File: config.mk
export PLATFORM = sky130hd
export DESIGN_NAME = swept_point_segment_impact_core
export DESIGN_NICKNAME = d
export VERILOG_FILES = /design/src/rtl/spsi_pkg.sv /design/src/rtl/swept_point_segment_impact_core.sv /design/src/rtl/spsi_cross_mac.sv /design/src/rtl/spsi_serial_div.sv
export SDC_FILE = /design/constraint.sdc
export NUM_CORES = 2
export LEC_CHECK = 0
export BUFFER_PORTS_ARGS = -buffer_cell sky130_fd_sc_hd__buf_4
export CORE_MARGIN = 3
export CORE_UTILIZATION = 55
export DETAILED_ROUTE_END_ITERATION = 6
export GPL_ROUTABILITY_DRIVEN = 0
export PLACE_DENSITY = 0.79
export SETUP_SLACK_MARGIN = 0.02
export SLEW_MARGIN = 5
export SYNTH_ARGS = -nofsm -noshare
export SYNTH_HDL_FRONTEND = slang
export SYNTH_SLANG_ARGS = --single-unit
File: constraint.sdc
create_clock -name clk -period 8.1 [get_ports clk]
set_clock_uncertainty 0.15 [all_clocks]
set_input_delay 0.405 -clock clk [delete_from_list [all_inputs] [get_ports clk]]
set_output_delay 0.405 -clock clk [all_outputs]
set_load 0.05 [all_outputs]
File: src/rtl/spsi_pkg.sv
// ----------------------------------------------------------------------------
// spsi_pkg: shared widths, constants and control types
// widths of the swept point / segment impact datapath, derived from the
// coordinate and ratio formats
// ----------------------------------------------------------------------------
package spsi_pkg;

	localparam int COORD_BITS      = 24;
	localparam int RATIO_FRAC_BITS = 16;

	// coordinate difference, cross product, ratio and quotient widths
	localparam int DIFF_W  = COORD_BITS + 1;
	localparam int XW      = 2 * COORD_BITS + 2;
	localparam int RATIO_W = RATIO_FRAC_BITS + 3;
	localparam int QUOT_W  = RATIO_FRAC_BITS + 1;

	// tolerance register, fixed 17 bit field, reset 1/4096 of Q.16
	localparam int TOL_W = 17;
	localparam logic [TOL_W-1:0] TOL_RESET = 17'd16;
	localparam int CMP_W = (QUOT_W > TOL_W) ? QUOT_W : TOL_W;

	// serial step counts
	localparam int MUL_STEPS = DIFF_W;
	localparam int DIV_STEPS = QUOT_W;
	localparam int CNT_W = $clog2((MUL_STEPS > DIV_STEPS) ? MUL_STEPS : DIV_STEPS);

	// stream widths, whole bytes
	localparam int IN_DATA_W  = ((8 * COORD_BITS + 7) / 8) * 8;
	localparam int OUT_DATA_W = ((2 * RATIO_W + 7) / 8) * 8;

	// ratio codes
	localparam logic signed [RATIO_W-1:0] NO_BLOCK  = RATIO_W'(64'sd2 << RATIO_FRAC_BITS);
	localparam logic signed [RATIO_W-1:0] ONE_RATIO = RATIO_W'(64'sd1 << RATIO_FRAC_BITS);

	typedef struct packed {
		logic step;
		logic first;
	} mac_ctl_t;

	typedef struct packed {
		logic load;
		logic step;
		logic first;
	} div_ctl_t;

endpackage

File: src/rtl/swept_point_segment_impact_core.sv
// ----------------------------------------------------------------------------
// swept_point_segment_impact_core: swept point against wall segment
// finds the move fraction t at which a point meets a segment, with a
// running minimum over a run of requests
// ----------------------------------------------------------------------------
//
// channel   direction  handshake          payload
// s_*       in         tvalid / tready    8 coordinates, facing flag, last pair
// m_*       out        tvalid / tready    pair ratio, run minimum, blocks, done
// cfg_*     in         valid / ready      tolerance, 17 bits
//
// a request runs the bit-serial cross products, takes their magnitudes and
// signs, then applies the exact cross product tests; a request that these
// tests reject skips the radix-2 division, any other runs it before the
// result is written to the output register
// one request is in work at a time; the next is taken once the result sits in
// the output register, even while that result is stalled
// a stalled output holds the last step until the register frees
// reset clears control state, the running minimum and the tolerance (16)
//
module swept_point_segment_impact_core (
	input  logic                                  clk,
	input  logic                                  arst_n,
	// seg_start_x, seg_start_y, seg_end_x, seg_end_y,
	// point_x, point_y, move_x, move_y, lowest first
	input  logic [spsi_pkg::IN_DATA_W-1:0]        s_tdata,
	input  logic                                  s_tuser,   // facing_check
	input  logic                                  s_tlast,   // last_pair
	input  logic                                  s_tvalid,
	output logic                                  s_tready,
	// pair_ratio, run_minimum, lowest first
	output logic [spsi_pkg::OUT_DATA_W-1:0]       m_tdata,
	output logic                                  m_tuser,   // pair_blocks
	output logic                                  m_tlast,   // run_done
	output logic                                  m_tvalid,
	input  logic                                  m_tready,
	input  logic [spsi_pkg::TOL_W-1:0]            cfg_data,
	input  logic                                  cfg_valid,
	output logic                                  cfg_ready
);

	localparam int CW = spsi_pkg::COORD_BITS;
	localparam int DW = spsi_pkg::DIFF_W;
	localparam int XW = spsi_pkg::XW;
	localparam int RW = spsi_pkg::RATIO_W;
	localparam int QW = spsi_pkg::QUOT_W;
	localparam int NW = spsi_pkg::CNT_W;

	typedef enum logic [2:0] {
		ST_IDLE,
		ST_MUL,
		ST_ABS,
		ST_CMP,
		ST_DIV,
		ST_FIN
	} state_t;

	state_t state_q;
	logic [NW-1:0] cnt_q;
	logic [spsi_pkg::TOL_W-1:0] tol_q;
	logic signed [RW-1:0] run_min_q;
	logic m_tvalid_q;
	logic m_tuser_q;
	logic m_tlast_q;
	logic [spsi_pkg::OUT_DATA_W-1:0] m_tdata_q;

	// unpacked request fields
	logic signed [CW-1:0] in_sx, in_sy, in_ex, in_ey, in_px, in_py, in_mx, in_my;
	assign in_sx = s_tdata[0*CW +: CW];
	assign in_sy = s_tdata[1*CW +: CW];
	assign in_ex = s_tdata[2*CW +: CW];
	assign in_ey = s_tdata[3*CW +: CW];
	assign in_px = s_tdata[4*CW +: CW];
	assign in_py = s_tdata[5*CW +: CW];
	assign in_mx = s_tdata[6*CW +: CW];
	assign in_my = s_tdata[7*CW +: CW];

	logic s_acc;
	assign s_tready = (state_q == ST_IDLE);
	assign s_acc    = s_tvalid && s_tready;
	assign cfg_ready = 1'b1;

	// segment direction g = e - s, point offset d = p - s
	logic signed [DW-1:0] gx_q, gy_q, dx_q, dy_q;
	// multiplier bit shift registers, msb first
	logic [DW-1:0] mx_sh_q, my_sh_q, dx_sh_q, dy_sh_q;
	logic facing_q;
	logic last_q;

	// serial cross products
	spsi_pkg::mac_ctl_t mac_ctl;
	logic signed [XW-1:0] den_x, un_x, tn_x;

	assign mac_ctl.step  = (state_q == ST_MUL);
	assign mac_ctl.first = (cnt_q == '0);

	// den = g x m
	spsi_cross_mac u_mac_den (
		.clk   (clk),
		.ctl   (mac_ctl),
		.bit_a (my_sh_q[DW-1]),
		.bit_b (mx_sh_q[DW-1]),
		.op_a  (gx_q),
		.op_b  (gy_q),
		.acc   (den_x)
	);

	// u numerator = m x (-d)
	spsi_cross_mac u_mac_un (
		.clk   (clk),
		.ctl   (mac_ctl),
		.bit_a (my_sh_q[DW-1]),
		.bit_b (mx_sh_q[DW-1]),
		.op_a  (dx_q),
		.op_b  (dy_q),
		.acc   (un_x)
	);

	// t numerator = g x d
	spsi_cross_mac u_mac_tn (
		.clk   (clk),
		.ctl   (mac_ctl),
		.bit_a (dy_sh_q[DW-1]),
		.bit_b (dx_sh_q[DW-1]),
		.op_a  (gx_q),
		.op_b  (gy_q),
		.acc   (tn_x)
	);

	// magnitudes and sign flags
	logic [XW-1:0] ad_q, au_q, at_q;
	logic den_neg_q, den_zero_q, un_neg_q, un_zero_q, tn_neg_q, tn_zero_q;
	logic nb_q;
	logic tneg_q;
	logic reject;

	assign reject = den_zero_q
		|| (facing_q && den_neg_q)
		|| (!un_zero_q && (un_neg_q != den_neg_q))
		|| (ad_q < au_q)
		|| (ad_q < at_q);

	// divider for |t|
	spsi_pkg::div_ctl_t div_ctl;
	logic [QW-1:0] quot;
	logic quot_exact;

	assign div_ctl.load  = (state_q == ST_CMP);
	assign div_ctl.step  = (state_q == ST_DIV);
	assign div_ctl.first = (cnt_q == '0);

	spsi_serial_div u_div (
		.clk   (clk),
		.ctl   (div_ctl),
		.num   (at_q),
		.den   (ad_q),
		.quot  (quot),
		.exact (quot_exact)
	);

	// final ratio
	logic [spsi_pkg::CMP_W-1:0] q_ext, tol_ext;
	logic signed [RW-1:0] ratio;
	logic signed [RW-1:0] new_min;

	assign q_ext   = spsi_pkg::CMP_W'(quot);
	assign tol_ext = spsi_pkg::CMP_W'(tol_q);

	always_comb begin
		priority if (nb_q) begin
			ratio = spsi_pkg::NO_BLOCK;
		end else if (!tneg_q) begin
			ratio = $signed(RW'(quot));
		end else if (!facing_q) begin
			ratio = spsi_pkg::NO_BLOCK;
		end else if ((q_ext < tol_ext) || ((q_ext == tol_ext) && quot_exact)) begin
			// small accepted negative t, sign applied after truncation
			ratio = -$signed(RW'(quot));
		end else begin
			ratio = spsi_pkg::NO_BLOCK;
		end
	end

	assign new_min = (ratio < run_min_q) ? ratio : run_min_q;

	// datapath registers, no reset
	always_ff @(posedge clk) begin
		if (s_acc) begin
			gx_q    <= DW'(in_ex) - DW'(in_sx);
			gy_q    <= DW'(in_ey) - DW'(in_sy);
			dx_q    <= DW'(in_px) - DW'(in_sx);
			dy_q    <= DW'(in_py) - DW'(in_sy);
			dx_sh_q <= DW'(in_px) - DW'(in_sx);
			dy_sh_q <= DW'(in_py) - DW'(in_sy);
			mx_sh_q <= DW'(in_mx);
			my_sh_q <= DW'(in_my);
			facing_q <= s_tuser;
			last_q   <= s_tlast;
		end else if (state_q == ST_MUL) begin
			mx_sh_q <= {mx_sh_q[DW-2:0], 1'b0};
			my_sh_q <= {my_sh_q[DW-2:0], 1'b0};
			dx_sh_q <= {dx_sh_q[DW-2:0], 1'b0};
			dy_sh_q <= {dy_sh_q[DW-2:0], 1'b0};
		end
		if (state_q == ST_ABS) begin
			ad_q       <= den_x[XW-1] ? XW'(-den_x) : XW'(den_x);
			au_q       <= un_x[XW-1] ? XW'(-un_x) : XW'(un_x);
			at_q       <= tn_x[XW-1] ? XW'(-tn_x) : XW'(tn_x);
			den_neg_q  <= den_x[XW-1];
			un_neg_q   <= un_x[XW-1];
			tn_neg_q   <= tn_x[XW-1];
			den_zero_q <= (den_x == '0);
			un_zero_q  <= (un_x == '0);
			tn_zero_q  <= (tn_x == '0);
		end
		if (state_q == ST_CMP) begin
			nb_q   <= reject;
			// t below zero when its numerator shares the sign of den
			tneg_q <= !tn_zero_q && (tn_neg_q == den_neg_q);
		end
	end

	// control, running minimum, tolerance and output register
	always_ff @(posedge clk or negedge arst_n) begin
		if (!arst_n) begin
			state_q    <= ST_IDLE;
			cnt_q      <= '0;
			tol_q      <= spsi_pkg::TOL_RESET;
			run_min_q  <= spsi_pkg::NO_BLOCK;
			m_tvalid_q <= 1'b0;
			m_tuser_q  <= 1'b0;
			m_tlast_q  <= 1'b0;
			m_tdata_q  <= '0;
		end else begin
			if (cfg_valid && cfg_ready) begin
				tol_q <= cfg_data;
			end
			// the final step reloads the register itself when it frees
			if (m_tvalid_q && m_tready && (state_q != ST_FIN)) begin
				m_tvalid_q <= 1'b0;
			end
			unique case (state_q)
				ST_IDLE: begin
					cnt_q <= '0;
					if (s_acc) begin
						state_q <= ST_MUL;
					end
				end
				ST_MUL: begin
					if (cnt_q == NW'(spsi_pkg::MUL_STEPS - 1)) begin
						cnt_q   <= '0;
						state_q <= ST_ABS;
					end else begin
						cnt_q <= cnt_q + 1'b1;
					end
				end
				ST_ABS: begin
					state_q <= ST_CMP;
				end
				ST_CMP: begin
					cnt_q   <= '0;
					// exact rejects skip the division
					state_q <= reject ? ST_FIN : ST_DIV;
				end
				ST_DIV: begin
					if (cnt_q == NW'(spsi_pkg::DIV_STEPS - 1)) begin
						cnt_q   <= '0;
						state_q <= ST_FIN;
					end else begin
						cnt_q <= cnt_q + 1'b1;
					end
				end
				ST_FIN: begin
					// wait for a free output register
					if (!m_tvalid_q || m_tready) begin
						m_tvalid_q <= 1'b1;
						m_tdata_q  <= spsi_pkg::OUT_DATA_W'({new_min, ratio});
						m_tuser_q  <= (ratio <= spsi_pkg::ONE_RATIO);
						m_tlast_q  <= last_q;
						run_min_q  <= last_q ? spsi_pkg::NO_BLOCK : new_min;
						state_q    <= ST_IDLE;
					end
				end
				default: begin
					state_q <= ST_IDLE;
				end
			endcase
		end
	end

	assign m_tvalid = m_tvalid_q;
	assign m_tdata  = m_tdata_q;
	assign m_tuser  = m_tuser_q;
	assign m_tlast  = m_tlast_q;

endmodule

File: src/rtl/spsi_cross_mac.sv
// ----------------------------------------------------------------------------
// spsi_cross_mac: bit-serial cross product accumulator
// forms a*y - b*x one multiplier bit pair per cycle, msb first
// ----------------------------------------------------------------------------
module spsi_cross_mac (
	input  logic                                   clk,
	input  spsi_pkg::mac_ctl_t                     ctl,
	input  logic                                   bit_a,
	input  logic                                   bit_b,
	input  logic signed [spsi_pkg::DIFF_W-1:0]     op_a,
	input  logic signed [spsi_pkg::DIFF_W-1:0]     op_b,
	output logic signed [spsi_pkg::XW-1:0]         acc
);

	logic signed [spsi_pkg::XW-1:0] sel_a;
	logic signed [spsi_pkg::XW-1:0] sel_b;
	logic signed [spsi_pkg::XW-1:0] term;
	logic signed [spsi_pkg::XW-1:0] acc_q;

	assign sel_a = bit_a ? spsi_pkg::XW'(op_a) : '0;
	assign sel_b = bit_b ? spsi_pkg::XW'(op_b) : '0;
	assign term  = sel_a - sel_b;

	// sign bit of the multiplier carries negative weight
	always_ff @(posedge clk) begin
		if (ctl.step) begin
			acc_q <= ctl.first ? -term : (acc_q <<< 1) + term;
		end
	end

	assign acc = acc_q;

endmodule

File: src/rtl/spsi_serial_div.sv
// ----------------------------------------------------------------------------
// spsi_serial_div: radix-2 restoring divider
// floor(num * 2^f / den) for num <= den, one quotient bit per cycle
// ----------------------------------------------------------------------------
module spsi_serial_div (
	input  logic                               clk,
	input  spsi_pkg::div_ctl_t                 ctl,
	input  logic [spsi_pkg::XW-1:0]            num,
	input  logic [spsi_pkg::XW-1:0]            den,
	output logic [spsi_pkg::QUOT_W-1:0]        quot,
	output logic                               exact
);

	logic [spsi_pkg::XW-1:0]     rem_q;
	logic [spsi_pkg::XW-1:0]     den_q;
	logic [spsi_pkg::QUOT_W-1:0] quot_q;
	logic [spsi_pkg::XW:0]       trial;
	logic [spsi_pkg::XW:0]       diff;
	logic                        ge;

	// integer bit first, then one shift per fraction bit
	assign trial = ctl.first ? {1'b0, rem_q} : {rem_q, 1'b0};
	assign diff  = trial - {1'b0, den_q};
	assign ge    = (trial >= {1'b0, den_q});

	always_ff @(posedge clk) begin
		if (ctl.load) begin
			rem_q  <= num;
			den_q  <= den;
			quot_q <= '0;
		end else if (ctl.step) begin
			rem_q  <= ge ? diff[spsi_pkg::XW-1:0] : trial[spsi_pkg::XW-1:0];
			quot_q <= {quot_q[spsi_pkg::QUOT_W-2:0], ge};
		end
	end

	assign quot  = quot_q;
	assign exact = (rem_q == '0);

endmodule

==> results by group <==
Outcome
  • Outcome: finished, final reports clean

Worst setup path
  • Register-to-Register Path Depth: 24
  • Cell Chain, Critical Path: nand2_1, ha_1, fa_1, nor2b_1, o21ai_0, a211oi_1, o21ai_0, a21oi_1, a21oi_1, o21ai_0, o21a_1, o31ai_1, ha_1, a21o_1, a21oi_1, nor2b_1, or4_1, a2111oi_1, o31a_1, o21ai_0, a211oi_1, a21oi_1, xnor2_1, o21ai_0
  • Critical-path maximum fanout: 25
  • R2R Path End: u_mac_tn.acc[48]$_DFFE_PP_
  • Critical Path Max Stage Delay: 0.71 ns
  • Reg-to-Reg Start: dy_sh_q[24]$_DFFE_PP_
  • Crit path buf inv count: 0
  • Most frequent CP cell: o21ai_0
  • Top delay family on crit path: compound AO/OA/AOI/OAI gates
  • Crit-path slowest cell: edfxtp_1
  • Worst setup SP type: flop
  • Critical path type: reg2reg
  • Worst Path Arrival: 7.51 ns
  • CP Capture Type: flop
  • Worst reg-to-reg setup slack: 0.79 ns
  • CP required: 8.30 ns

Floorplanning
  • Horiz. Die Dim: 320 um
  • Initial Util: 0.558
  • Die area: 102,000 um2
  • # IOs: 261
  • Die Y: 320 um
  • Rows: 114
  • CORE AREA: 97,100 um2

Layout
  • Area Growth Syn to Fin: 12.0%
  • Final instance area: 60,700 um2
  • Non-Filler Instances: 7,537
  • Fin util: 0.625
  • Final net count: 6,928
  • Layout cell share with drive strength beyond 1: 0.0855

Routing
  • Drt initial violations: 4,476
  • M1 WL: 60,600 um
  • Final ANT Viol Nets: 0
  • Aggregate routed wire length: 144,000 um
  • DR WL met3: 10,800 um
  • Vias: 45,500
  • Routed wire per std cell: 19.2 um
  • Uppermost layer routed: met4
  • Via-per-instance ratio: 6.04
  • Pre-Repair DR Iteration Count: 6
  • Met2 wire length: 66,100 um
  • # DRC: 0

GRT
  • First-pass GRT wire length: 227,000 um
  • Initial antenna violation count: 0
  • GRT Util Overall: 0.273
  • Vias in the first global route: 43,600
  • Largest net degree at the start of global routing: 86
  • Total gr overflow: 0

Min path
  • Hold Path Depth: 3
  • Hold Path Class: in2reg
  • Hold_sp: cfg_valid
  • Hold Crit Endpoint: tol_ext[8]$_DFFE_PN0P_

Synthesis
  • Most common library cells after synthesis: nand2_1, edfxtp_1, ha_1
  • Largest cells by area after synthesis: edfxtp_1, ha_1, nand2_1, xnor2_1, o21ai_0
  • Yosys cell types: 86
  • Biggest area consumer among synthesized cells: edfxtp_1
  • Syn Std Cell Area: 54,200 um2
  • Mapped Cells: 5,938
  • Register bit total from synthesis: 712
  • Ys Warns: 0
  • Average size of a mapped cell: 9.12 um2
  • Most common cell in the synthesized netlist: nand2_1
  • Post-synth ARST share: 0.119
  • Synth top area share: 0.338
  • Post-synthesis sequential area ratio: 0.384
  • Number of flops mapped to enable cells by yosys: 610
  • Ys flop type: edfxtp_1

STA
  • Post-route worst setup slack: 0.787 ns
  • Final Hold Fails: 0
  • Tcrit/Tclk final: 0.903
  • Worst-Margin Slew: 1.21 ns
  • Slew Limit Headroom: 0.193
  • Tmin final: 7.31 ns
  • Max-slew violation count: 0
  • RSZ-0062 raised after global routing: no
  • Worst hold slack: 0.0253 ns
  • Max Clock Freq: 137 MHz
  • Final Setup Violations: 0
  • Post-route setup TNS: 0 ns

Power
  • Final Power: 30.7 mW
  • Worst VDD drop: 0.317 mV
  • P per Cell Area: 506 nW/um2
  • Static Leak: 26.3 nW

Placed design
  • DP HPWL: 110,000 um
  • Post-DP Area: 57,300 um2
  • Port Buf Inserts: 257
  • Placed insts: 7,317
  • Worst slack after detailed placement: 0.701 ns

Clocking
  • Root Driver: clkbuf_16
  • Clock Path Buffers: 3
  • H-tree levels: 3
  • Clock latency on the worst-skew pair: 0.64 ns
  • CTS Buf Count: 77
  • Clock sinks: 712
  • Worst-path clk slew: 0.06 ns
  • CTS tree: yes

Flow run
  • Max-cap violations: 0
layer usage:
| metal | up-vias | GRT usage |
|---|---|---|
| met5 | - | 0 |
| met4 | 0 | 0.119 |
| met3 | 347 | 0.0397 |
| met2 | 1782 | 0.449 |
| met1 | 21400 | 0.361 |
| li1 | 22000 | - |
state kept, by name, summed over array words and instances (netlist names), 38 cells and up:
name and cells:
ad_q 50, at_q 50, au_q 50, m_tdata 38, u_div.den_q 50, u_div.rem_q 50
u_mac_den.acc 50, u_mac_tn.acc 50, u_mac_un.acc 50
worst register-to-register path, delay by kind of cell (launching register included):
| kind | cells | cell delay (ns) |
|---|---|---|
| XOR/XNOR | 1 | 0.14 |
| flip-flops | 1 | 0.71 |
| adder cells (fa/ha/maj) | 3 | 0.93 |
| AO/OA/AOI/OAI | 16 | 4.38 |
| AND/OR/NAND/NOR | 4 | 0.70 |
worst max path at each step:
stage                                      start                           to  slack [ns]  cells after the start
after floorplan           state_q[0]$_DFFE_PN0P_            ad_q[0]$_DFFE_PP_        0.06                      3
after CTS                  my_sh_q[24]$_DFFE_PP_  u_mac_den.acc[49]$_DFFE_PP_        0.69                     24
after global routing       dy_sh_q[24]$_DFFE_PP_   u_mac_tn.acc[48]$_DFFE_PP_        0.17                     24
after global placement     my_sh_q[24]$_DFFE_PP_  u_mac_den.acc[49]$_DFFE_PP_        0.92                     24
after detailed placement   my_sh_q[24]$_DFFE_PP_  u_mac_den.acc[49]$_DFFE_PP_        0.70                     24
final                      dy_sh_q[24]$_DFFE_PP_   u_mac_tn.acc[48]$_DFFE_PP_        0.79                     24
final cells by class:
type | count | area [um2]
fill | 7758 | 36500
multi-input combinational | 4640 | 31200
sequential | 712 | 20800
timing repair buffer | 371 | 3010
clock buffer | 85 | 1960
tap | 1276 | 1600
inverter | 392 | 1480
clock inverter | 58 | 614
antenna | 3 | 7.51
cell usage in the layout, fill, tap and decap left out, drive strengths merged, types with 33 or more instances in the layout:
| master | netlist | final |
|---|---|---|
| nor2 | 346 | 346 |
| nor2b | 83 | 83 |
| a21oi | 419 | 419 |
| xnor2 | 346 | 346 |
| a21o | 222 | 222 |
| o21a | 50 | 50 |
| a31oi | 37 | 37 |
| and2 | 104 | 104 |
| a22o | 34 | 34 |
| ha | 507 | 507 |
| xor2 | 147 | 147 |
| edfxtp | 610 | 610 |
| nor4 | 37 | 37 |
| mux2 | 33 | 33 |
| nand4 | 55 | 55 |
| o21bai | 43 | 43 |
| and3 | 52 | 52 |
| a211oi | 47 | 47 |
| clkinv | 0 | 34 |
| dlygate4sd3 | 0 | 73 |
| nand2b | 81 | 81 |
| o31ai | 110 | 110 |
| or3 | 63 | 63 |
| dfrtp | 83 | 83 |
| clkbuf | 172 | 85 |
| inv | 392 | 398 |
| nor3 | 102 | 102 |
| nand3 | 92 | 92 |
| buf | 23 | 298 |
| o21ai | 430 | 430 |
| nand2 | 812 | 812 |
cells by family (layout without fill, tap and decap cells):
kind of cell	after synthesis	count (layout)	synth area share
AO/OA/AOI/OAI	1627	1627	0.192
XOR/XNOR	493	493	0.0797
adder cells (fa/ha/maj)	518	518	0.121
buffers and inverters	587	906	0.0411
flip-flops	712	712	0.384
multiplexers	64	64	0.0128
other	2	6	0.000139
AND/OR/NAND/NOR	1935	1935	0.169
timing repair:
action | CTS | global route
endpoints found under the hold margin | 152 | 0
hold buffers | 73 | 0
resized for setup | 0 | 1
buffers inserted | 0 | 0
endpoints found under the setup margin | 0 | 2
power by group:
| part | switching, mW | total, mW | internal [mW] |
|---|---|---|---|
| clock network | 1.55 | 3.61 | 2.06 |
| registers | 0.815 | 6.97 | 6.15 |
| logic | 11.7 | 20.1 | 8.41 |
(Power assumes the default switching activity.)
